[src/hdl/jads_pkg.sv]
package jads_pkg;

  localparam int unsigned SampleBits     = 12;
  localparam int unsigned FullScaleBits  = 12;
  localparam int unsigned RatioBits      = 8;
  localparam int unsigned CfgDataBits    = 12;
  localparam int unsigned SumBits        = 20;
  localparam int unsigned CountBits      = 9;
  localparam int unsigned OffsetBits     = 12;
  localparam int unsigned CalibSamples   = 16;
  localparam int unsigned FracBits       = 8;
  localparam int unsigned ScaledBits     = SampleBits + FracBits;
  localparam int unsigned UpperBits      = ScaledBits + 1;
  localparam int unsigned FactorBits     = RatioBits + 1;
  localparam int unsigned Num100Bits     = ScaledBits + 7;
  localparam int unsigned DvdBits        = Num100Bits + FracBits;
  localparam int unsigned StepBits       = $clog2(DvdBits);
  localparam int unsigned PctBits        = 16;
  localparam int unsigned InDataBits     = 16;
  localparam int unsigned InUserBits     = 2;
  localparam int unsigned OutUserBits    = 3;

  localparam logic [PctBits-1:0]       PctFull        = 16'd25600;
  localparam logic [FullScaleBits-1:0] FullScaleReset = 12'd4095;
  localparam logic [RatioBits-1:0]     RatioReset     = 8'd26;

  typedef enum logic [0:0] {
    CFG_FULL_SCALE     = 1'b0,
    CFG_DEADZONE_RATIO = 1'b1
  } cfg_idx_e;

  typedef enum logic [0:0] {
    ACT_CALIB   = 1'b0,
    ACT_MEASURE = 1'b1
  } action_e;

  typedef enum logic [2:0] {
    ST_IDLE,
    ST_PROD,
    ST_CLASS,
    ST_DIV,
    ST_SAT,
    ST_FINISH
  } state_e;

endpackage

[src/hdl/joystick_axis_deadzone_scaler_core.sv]
// Joystick axis center calibration and deadzone scaler. Each input beat carries one ADC
// sample; a calibration beat adds to the running center estimate and, on every sixteenth
// one, loads the center offset with the truncated mean and flags calib_done. A measure
// beat is compared with the deadzone thresholds offset*(1-r) and offset*(1+r) and gives
// a signed Q8 percent (saturating at plus or minus 100) or zero inside the deadzone.
// Every input beat produces exactly one output beat. A calibration beat goes straight
// to the finish state; a measure beat outside the deadzone passes the product, classify,
// divide and saturate states, the restoring divider retiring one quotient bit per cycle
// over a 35 bit dividend. A beat inside the deadzone, or with a zero or negative
// denominator, skips the divider. One beat is in flight at a time, but a finished result
// may wait in the output register while the next beat is accepted. Configuration writes
// are taken at any time and must only be issued while the block is idle.
module joystick_axis_deadzone_scaler_core (
  input  logic                                 clk_i,
  input  logic                                 rst_ni,
  input  logic                                 s_axis_tvalid,
  output logic                                 s_axis_tready,
  // Fields from bit 0: sample (12 bits), zero padding.
  input  logic [jads_pkg::InDataBits-1:0]      s_axis_tdata,
  // Fields from bit 0: action, axis.
  input  logic [jads_pkg::InUserBits-1:0]      s_axis_tuser,
  output logic                                 m_axis_tvalid,
  input  logic                                 m_axis_tready,
  // Fields from bit 0: percent (16 bits, signed).
  output logic [jads_pkg::PctBits-1:0]         m_axis_tdata,
  // Fields from bit 0: axis_out, in_deadzone, calib_done.
  output logic [jads_pkg::OutUserBits-1:0]     m_axis_tuser,
  input  logic                                 cfg_valid_i,
  output logic                                 cfg_ready_o,
  input  logic [0:0]                           cfg_index_i,
  input  logic [jads_pkg::CfgDataBits-1:0]     cfg_data_i
);

  jads_pkg::state_e state_q, state_d;

  logic [jads_pkg::FullScaleBits-1:0] full_scale_q;
  logic [jads_pkg::RatioBits-1:0]     ratio_q;
  logic [jads_pkg::SumBits-1:0]       cal_sum_q;
  logic [jads_pkg::CountBits-1:0]     cal_count_q;
  logic [jads_pkg::OffsetBits-1:0]    offset_q;

  logic [jads_pkg::SampleBits-1:0]    sample_q;
  logic                               axis_q;
  logic [jads_pkg::UpperBits-1:0]     upper_q;
  logic [jads_pkg::ScaledBits-1:0]    lower_q;
  logic [jads_pkg::ScaledBits-1:0]    den_q;
  logic [jads_pkg::ScaledBits-1:0]    rem_q;
  logic [jads_pkg::DvdBits-1:0]       dvd_q;
  logic [jads_pkg::StepBits-1:0]      cnt_q;
  logic                               neg_q;

  logic [jads_pkg::PctBits-1:0]       res_pct_q;
  logic                               res_dz_q;
  logic                               res_done_q;

  logic                               m_valid_q;
  logic [jads_pkg::PctBits-1:0]       m_pct_q;
  logic                               m_axis_q;
  logic                               m_dz_q;
  logic                               m_done_q;

  logic in_accept, out_free, out_load, div_load, div_last;

  logic [jads_pkg::SampleBits-1:0] in_sample;
  logic                            in_is_calib;
  logic [jads_pkg::SumBits-1:0]    sum_next;
  logic [jads_pkg::CountBits-1:0]  count_next;
  logic [jads_pkg::SumBits-1:0]    mean_full;
  logic                            batch_end;

  logic [jads_pkg::FactorBits-1:0] fac_up, fac_lo;
  logic [jads_pkg::UpperBits-1:0]  prod_up, prod_lo;

  logic [jads_pkg::ScaledBits-1:0] s_scaled, fs_scaled, den_up, num_w, den_w;
  logic                            above, below, in_dz, den_ok;
  logic [jads_pkg::Num100Bits-1:0] num100;
  logic [jads_pkg::DvdBits-1:0]    dvd_load;

  logic [jads_pkg::UpperBits-1:0]  trial, trial_diff;
  logic                            trial_ge;
  logic [jads_pkg::PctBits-1:0]    sat_mag, pct_final;

  assign in_sample   = s_axis_tdata[jads_pkg::SampleBits-1:0];
  assign in_is_calib = (s_axis_tuser[0] == jads_pkg::ACT_CALIB);
  assign in_accept   = s_axis_tvalid && s_axis_tready;
  assign out_free    = !m_valid_q || m_axis_tready;
  assign cfg_ready_o = 1'b1;

  assign sum_next   = cal_sum_q + jads_pkg::SumBits'(in_sample);
  assign count_next = cal_count_q + jads_pkg::CountBits'(1);
  assign batch_end  = count_next >= jads_pkg::CountBits'(jads_pkg::CalibSamples);
  assign mean_full  = sum_next / jads_pkg::SumBits'(jads_pkg::CalibSamples);

  assign fac_up  = {1'b1, ratio_q};
  assign fac_lo  = {1'b1, {jads_pkg::RatioBits{1'b0}}} - jads_pkg::FactorBits'(ratio_q);
  assign prod_up = jads_pkg::UpperBits'(offset_q) * jads_pkg::UpperBits'(fac_up);
  assign prod_lo = jads_pkg::UpperBits'(offset_q) * jads_pkg::UpperBits'(fac_lo);

  always_comb begin
    s_scaled  = {sample_q, {jads_pkg::FracBits{1'b0}}};
    fs_scaled = {full_scale_q, {jads_pkg::FracBits{1'b0}}};
    above     = {1'b0, s_scaled} > upper_q;
    below     = s_scaled < lower_q;
    in_dz     = !above && !below;
    den_up    = fs_scaled - upper_q[jads_pkg::ScaledBits-1:0];
    if (above) begin
      num_w  = s_scaled - upper_q[jads_pkg::ScaledBits-1:0];
      den_w  = den_up;
      den_ok = {1'b0, fs_scaled} > upper_q;
    end else begin
      num_w  = lower_q - s_scaled;
      den_w  = lower_q;
      den_ok = lower_q != '0;
    end
    num100   = {1'b0, num_w, 6'b0} + {2'b0, num_w, 5'b0} + {5'b0, num_w, 2'b0};
    dvd_load = {num100, {jads_pkg::FracBits{1'b0}}};
  end

  assign trial      = {rem_q, dvd_q[jads_pkg::DvdBits-1]};
  assign trial_diff = trial - {1'b0, den_q};
  assign trial_ge   = trial >= {1'b0, den_q};
  assign div_last   = cnt_q == '0;

  always_comb begin
    if (dvd_q > jads_pkg::DvdBits'(jads_pkg::PctFull)) begin
      sat_mag = jads_pkg::PctFull;
    end else begin
      sat_mag = dvd_q[jads_pkg::PctBits-1:0];
    end
    pct_final = neg_q ? (~sat_mag + jads_pkg::PctBits'(1)) : sat_mag;
  end

  always_comb begin
    state_d = state_q;
    unique case (state_q)
      jads_pkg::ST_IDLE: begin
        if (in_accept) begin
          state_d = in_is_calib ? jads_pkg::ST_FINISH : jads_pkg::ST_PROD;
        end
      end
      jads_pkg::ST_PROD:  state_d = jads_pkg::ST_CLASS;
      jads_pkg::ST_CLASS: begin
        state_d = (in_dz || !den_ok) ? jads_pkg::ST_FINISH : jads_pkg::ST_DIV;
      end
      jads_pkg::ST_DIV: begin
        if (div_last) begin
          state_d = jads_pkg::ST_SAT;
        end
      end
      jads_pkg::ST_SAT:   state_d = jads_pkg::ST_FINISH;
      jads_pkg::ST_FINISH: begin
        if (out_free) begin
          state_d = jads_pkg::ST_IDLE;
        end
      end
      default: state_d = jads_pkg::ST_IDLE;
    endcase
  end

  always_comb begin
    s_axis_tready = 1'b0;
    div_load      = 1'b0;
    out_load      = 1'b0;
    unique case (state_q)
      jads_pkg::ST_IDLE:   s_axis_tready = 1'b1;
      jads_pkg::ST_CLASS:  div_load = !in_dz && den_ok;
      jads_pkg::ST_FINISH: out_load = out_free;
      default: ;
    endcase
  end

  always_ff @(posedge clk_i or negedge rst_ni) begin
    if (!rst_ni) begin
      state_q      <= jads_pkg::ST_IDLE;
      full_scale_q <= jads_pkg::FullScaleReset;
      ratio_q      <= jads_pkg::RatioReset;
      cal_sum_q    <= '0;
      cal_count_q  <= '0;
      offset_q     <= '0;
      m_valid_q    <= 1'b0;
    end else begin
      state_q <= state_d;
      if (cfg_valid_i && cfg_ready_o) begin
        unique case (jads_pkg::cfg_idx_e'(cfg_index_i))
          jads_pkg::CFG_FULL_SCALE:     full_scale_q <= cfg_data_i;
          jads_pkg::CFG_DEADZONE_RATIO: ratio_q <= cfg_data_i[jads_pkg::RatioBits-1:0];
          default: ;
        endcase
      end
      if (in_accept && in_is_calib) begin
        if (batch_end) begin
          offset_q    <= mean_full[jads_pkg::OffsetBits-1:0];
          cal_sum_q   <= '0;
          cal_count_q <= '0;
        end else begin
          cal_sum_q   <= sum_next;
          cal_count_q <= count_next;
        end
      end
      if (out_load) begin
        m_valid_q <= 1'b1;
      end else if (m_axis_tready) begin
        m_valid_q <= 1'b0;
      end
    end
  end

  always_ff @(posedge clk_i) begin
    if (in_accept) begin
      sample_q   <= in_sample;
      axis_q     <= s_axis_tuser[1];
      res_pct_q  <= '0;
      res_dz_q   <= 1'b0;
      res_done_q <= in_is_calib && batch_end;
    end
    if (state_q == jads_pkg::ST_PROD) begin
      upper_q <= prod_up;
      lower_q <= prod_lo[jads_pkg::ScaledBits-1:0];
    end
    if (state_q == jads_pkg::ST_CLASS) begin
      res_dz_q <= in_dz;
      neg_q    <= below;
      if (in_dz) begin
        res_pct_q <= '0;
      end else begin
        res_pct_q <= above ? jads_pkg::PctFull : (~jads_pkg::PctFull + jads_pkg::PctBits'(1));
      end
    end
    if (div_load) begin
      dvd_q <= dvd_load;
      den_q <= den_w;
      rem_q <= '0;
      cnt_q <= jads_pkg::StepBits'(jads_pkg::DvdBits - 1);
    end else if (state_q == jads_pkg::ST_DIV) begin
      dvd_q <= {dvd_q[jads_pkg::DvdBits-2:0], trial_ge};
      rem_q <= trial_ge ? trial_diff[jads_pkg::ScaledBits-1:0]
                        : trial[jads_pkg::ScaledBits-1:0];
      cnt_q <= cnt_q - jads_pkg::StepBits'(1);
    end
    if (state_q == jads_pkg::ST_SAT) begin
      res_pct_q <= pct_final;
    end
    if (out_load) begin
      m_pct_q  <= res_pct_q;
      m_axis_q <= axis_q;
      m_dz_q   <= res_dz_q;
      m_done_q <= res_done_q;
    end
  end

  assign m_axis_tvalid = m_valid_q;
  assign m_axis_tdata  = m_pct_q;
  assign m_axis_tuser  = {m_done_q, m_dz_q, m_axis_q};

`ifndef SYNTH
  a_div_den_nonzero: assert property (@(posedge clk_i) disable iff (!rst_ni)
    (state_q == jads_pkg::ST_DIV) |-> (den_q != '0))
    else $error("divider running with a zero denominator");

  a_pct_range: assert property (@(posedge clk_i) disable iff (!rst_ni)
    m_valid_q |-> ($signed(m_pct_q) <= $signed(jads_pkg::PctFull)
                   && $signed(m_pct_q) >= -$signed(jads_pkg::PctFull)))
    else $error("percent outside of the saturation range");

  a_dz_zero: assert property (@(posedge clk_i) disable iff (!rst_ni)
    (m_valid_q && m_dz_q) |-> (m_pct_q == '0 && !m_done_q))
    else $error("deadzone result with nonzero percent or calibration flag");

  a_count_bound: assert property (@(posedge clk_i) disable iff (!rst_ni)
    cal_count_q < jads_pkg::CountBits'(jads_pkg::CalibSamples))
    else $error("calibration count passed the batch size");

  a_accept_idle: assert property (@(posedge clk_i) disable iff (!rst_ni)
    in_accept |=> (state_q == jads_pkg::ST_PROD || state_q == jads_pkg::ST_FINISH))
    else $error("accepted beat did not start processing");
`endif

endmodule
[config.mk]
export PLATFORM = sky130hd
export DESIGN_NAME = joystick_axis_deadzone_scaler_core
export DESIGN_NICKNAME = d
export VERILOG_FILES = /design/src/hdl/jads_pkg.sv /design/src/hdl/joystick_axis_deadzone_scaler_core.sv
export SDC_FILE = /design/constraint.sdc
export NUM_CORES = 1
export LEC_CHECK = 0
export ABC_AREA = 0
export ABC_CLOCK_PERIOD_IN_PS = 6630
export BUFFER_PORTS_ARGS = -buffer_cell sky130_fd_sc_hd__buf_2
export CORE_UTILIZATION = 45
export CTS_CLUSTER_DIAMETER = 60
export CTS_CLUSTER_SIZE = 20
export DETAILED_ROUTE_END_ITERATION = 12
export SYNTH_ARGS = -nofsm -noshare
export SYNTH_HDL_FRONTEND = slang
export SYNTH_SLANG_ARGS = --single-unit
[constraint.sdc]
create_clock -name clk_i -period 6.63 [get_ports clk_i]
set_clock_uncertainty 0.1 [all_clocks]
set_input_delay 0.9945 -clock clk_i [delete_from_list [all_inputs] [get_ports clk_i]]
set_output_delay 0.9945 -clock clk_i [all_outputs]
set_load 0.005 [all_outputs]
==> metrics.yaml <==
setup_path:
  ff2ff_setup_slack_ps: 400
  crit_required_ps: 6940
  path_class: "reg -> reg"
  end_kind: "register"
  r2r_cells: 17
  cp-start-kind: "register"
  r2r_end: "lower_q[18]"
  path_max_fanout: 17
  arrival_ps: 6540
  reg2reg_from: "ratio_q[4]"
timing:
  final.setup.worst_slack_ps: 397
  setup_viol: 0
  min_period_over_period_pct: 94.0
  setup_tns_ps: 0
  worst_slew_pin_slew_ps: 1010
  drv_slew: 0
  grt_setup_unrepaired: "false"
  fmax_ghz: 0.160
  fin_crit_ps: 6230
  hold_viol: 0
  relSlewSlack_pct: 32.3
logic_synthesis:
  yosysMostFrequentCell: "inv_1"
  netlist_area_um2: 20800
  yosysSeqAreaShare_pct: 30.6
  synth_top_flop_cell: "edfxtp_1"
  synth_common_cells: "inv_1, nand2_1, ha_1, fa_1, edfxtp_1"
  yosysTopAreaCell: "edfxtp_1"
  synthCells: 2149
  muxShareOfSynthArea_pct: 2.70
  synth_cell_types: 87
  yosys.area_share.adder_pct: 25.9
  synth.area.top_cells: "edfxtp_1, fa_1, ha_1, dfrtp_1, inv_1"
  ys_seq_elements: 233
  synth_async_sr_flop_share_pct: 26.2
  synth_compound_area_share_pct: 13.3
  synth_fp_nets: 2525
  netlist.area_leader.share_pct: 19.9
  synth_top_family_by_area: "adder cells"
  avgSynthCellArea_um2: 9.70
  synth_warnings: 0
  synth_xor_xnor_area_share_pct: 5.88
  synth-edff-count: 138
  synth-simple-area-share_pct: 15.5
power_and_ir_drop:
  power.share.clock_pct: 12.9
  p_int_mw: 5.53
  p_leak_nw: 10.6
  p_sw_mw: 4.57
  p_per_area_nw_per_um2: 447
  seq_power_share_pct: 24.1
  peakVddDrop_mv: 0.521
  p_total_mw: 10.1
  sw_frac_of_total_pct: 45.3
  power_frac_comb_pct: 63.0
route:
  drt_wl_total_mm: 47.9
  firstDrtPassIters: 5
  via_per_inst: 5.42
  drc: 0
  wl_per_cell_um: 17.0
  antenna_left: 0
  num_vias: 15200
  drtIter0Drc: 755
placement:
  place_area_um2: 21800
  pre_cts_slack_ps: 368
  port_buffers: 52
  place_congestion: 0.901
  dp_hpwl_mm: 37.7
cts:
  clock_sinks: 233
  ctsHtreeMaxLevel: 1
  postCtsHoldBufs: 0
  clk_latency_ps: 540
  cts.path.max_buffers: 3
  clk_pin_slew_ps: 80
  cts_tree: "yes"
  root_buffer: "clkbuf_16"
  cts_setup_buffers: 0
  cts_resized: 0
  numCtsBuffers: 23
status:
  status: "finished clean"
floorplan:
  rows: 78
  dieArea_um2: 47200
  initial_core_util_pct: 45.8
  core_area_um2: 45500
  die_x_um: 217
  io_pins: 58
  die_y_um: 217
global_route:
  grt_first_pass_wirelength_mm: 79.0
  antenna_found_initial: 1
  grt.total_usage_pct: 20.8
  grt_pass1_vias: 15300
  grt-ovfl-total: 0
  grt_max_degree: 62
hold_path:
  hold_path_end: "m_axis_tdata[0]"
  hold_class: "reg -> reg"
  hp-start: "res_pct_q[0]"
  hold_depth: 0
final_layout:
  area_delta_synth_final_pct: 8.42
  final_nets: 2569
  finalInstanceArea_um2: 22600
  drive_above_1_share_pct: 9.78
  post-route-util_pct: 49.7
job:
  cap_violations: 0
worst max path at each step:
| stage | cells after the start | to | startpoint | slack (ps) |
|---|---|---|---|---|
| finish | 17 | lower_q[18] | ratio_q[4] | 400 |
| detailed placement | 19 | lower_q[19] | ratio_q[4] | 370 |
| global route | 19 | lower_q[19] | ratio_q[4] | 10 |
| global placement | 17 | lower_q[18] | ratio_q[4] | 500 |
| floorplan | 21 | lower_q[18] | ratio_q[2] | 950 |
| CTS | 17 | lower_q[18] | ratio_q[4] | 390 |
state kept, by name (all words and copies together), names as in the netlist, 3 cells and up:
name and cells:
dvd_q 35, upper_q 21, den_q 20, rem_q 20, lower_q 19, cal_sum_q 16, m_axis_tdata 16, res_pct_q 16
full_scale_q 12, offset_q 12, sample_q 12, cal_count_q 9, ratio_q 8, cnt_q 6, state_q 3
power by group through the flow:
stage / registers (mW) / clock network, mW / logic, mW
finish: 2.44 / 1.30 / 6.36
global route: 2.49 / 1.39 / 7.17
CTS: 2.44 / 1.34 / 6.38
detailed placement: 2.47 / 0 / 6.33
global placement: 2.46 / 0 / 6.19
floorplan: 2.32 / 0 / 5.03
cell families after synthesis:
kind of cell / after synthesis
AND/OR/NAND/NOR: 647
buffers and inverters: 327
multiplexers: 51
adder cells (fa/ha/maj): 340
AO/OA/AOI/OAI: 410
XOR/XNOR: 140
other: 1
flip-flops: 233
layout by cell type (no fill, tap or decap), drive strengths merged, types with 8 or more instances in the layout:
cell type and count:
nand3 41, and2 135, fa 151, inv 259
ha 189, o21bai 18, nor3b 8, a21oi 88
xnor2 85, clkbuf 25, nand2b 15, a31oi 12
a211oi 10, o31ai 9, o21a 17, nor2 96
dfrtp 46, or2 8, o22ai 15, nor3 32
nor2b 16, dfstp 15, or3 8, edfxtp 138
mux2i 23, nor4 19, a21o 45, nand4 10
a22o 30, mux2 28, and3 10, xor2 55
nand2 230, buf 94, o21ai 99, dfxtp 34
stage by stage:
stage	instances	hold WS, ps
2_1_floorplan	2149	300
3_3_place_gp	2768	301
6_report	2810	324
3_5_place_dp	2768	305
4_1_cts	2809	325
5_1_grt	2809	326
layout make-up:
type	count	area (um^2)
Timing Repair Buffer	94	576
Fill cell	4306	22900
Antenna cell	1	2.50
Inverter	252	946
Clock buffer	25	593
Sequential cell	233	6370
Clock inverter	16	149
Multi-Input combinational cell	1589	13200
Tap cell	600	751
metal layers:
layer | vias to the layer above | wire length [um] | global-route usage (%)
met5 | - | 0 | 0
met2 | 293 | 23100 | 36.0
met1 | 7411 | 21900 | 27.5
met3 | 83 | 1700 | 2.35
met4 | 0 | 1190 | 5.40
li1 | 7444 | - | -
worst max-delay path, stage by stage (launching register included):
cell,delay [ps]
dfstp_2,750
nor4_1,130
xnor2_1,800
nand2_1,170
fa_1,520
fa_1,550
inv_1,60
fa_1,520
inv_1,50
fa_1,520
inv_1,40
ha_1,330
o21ai_0,130
a21oi_1,140
o2111ai_1,300
a31oi_1,220
or4b_2,660
nand3_1,100
Note: power is estimated with default switching activity, not from simulation.
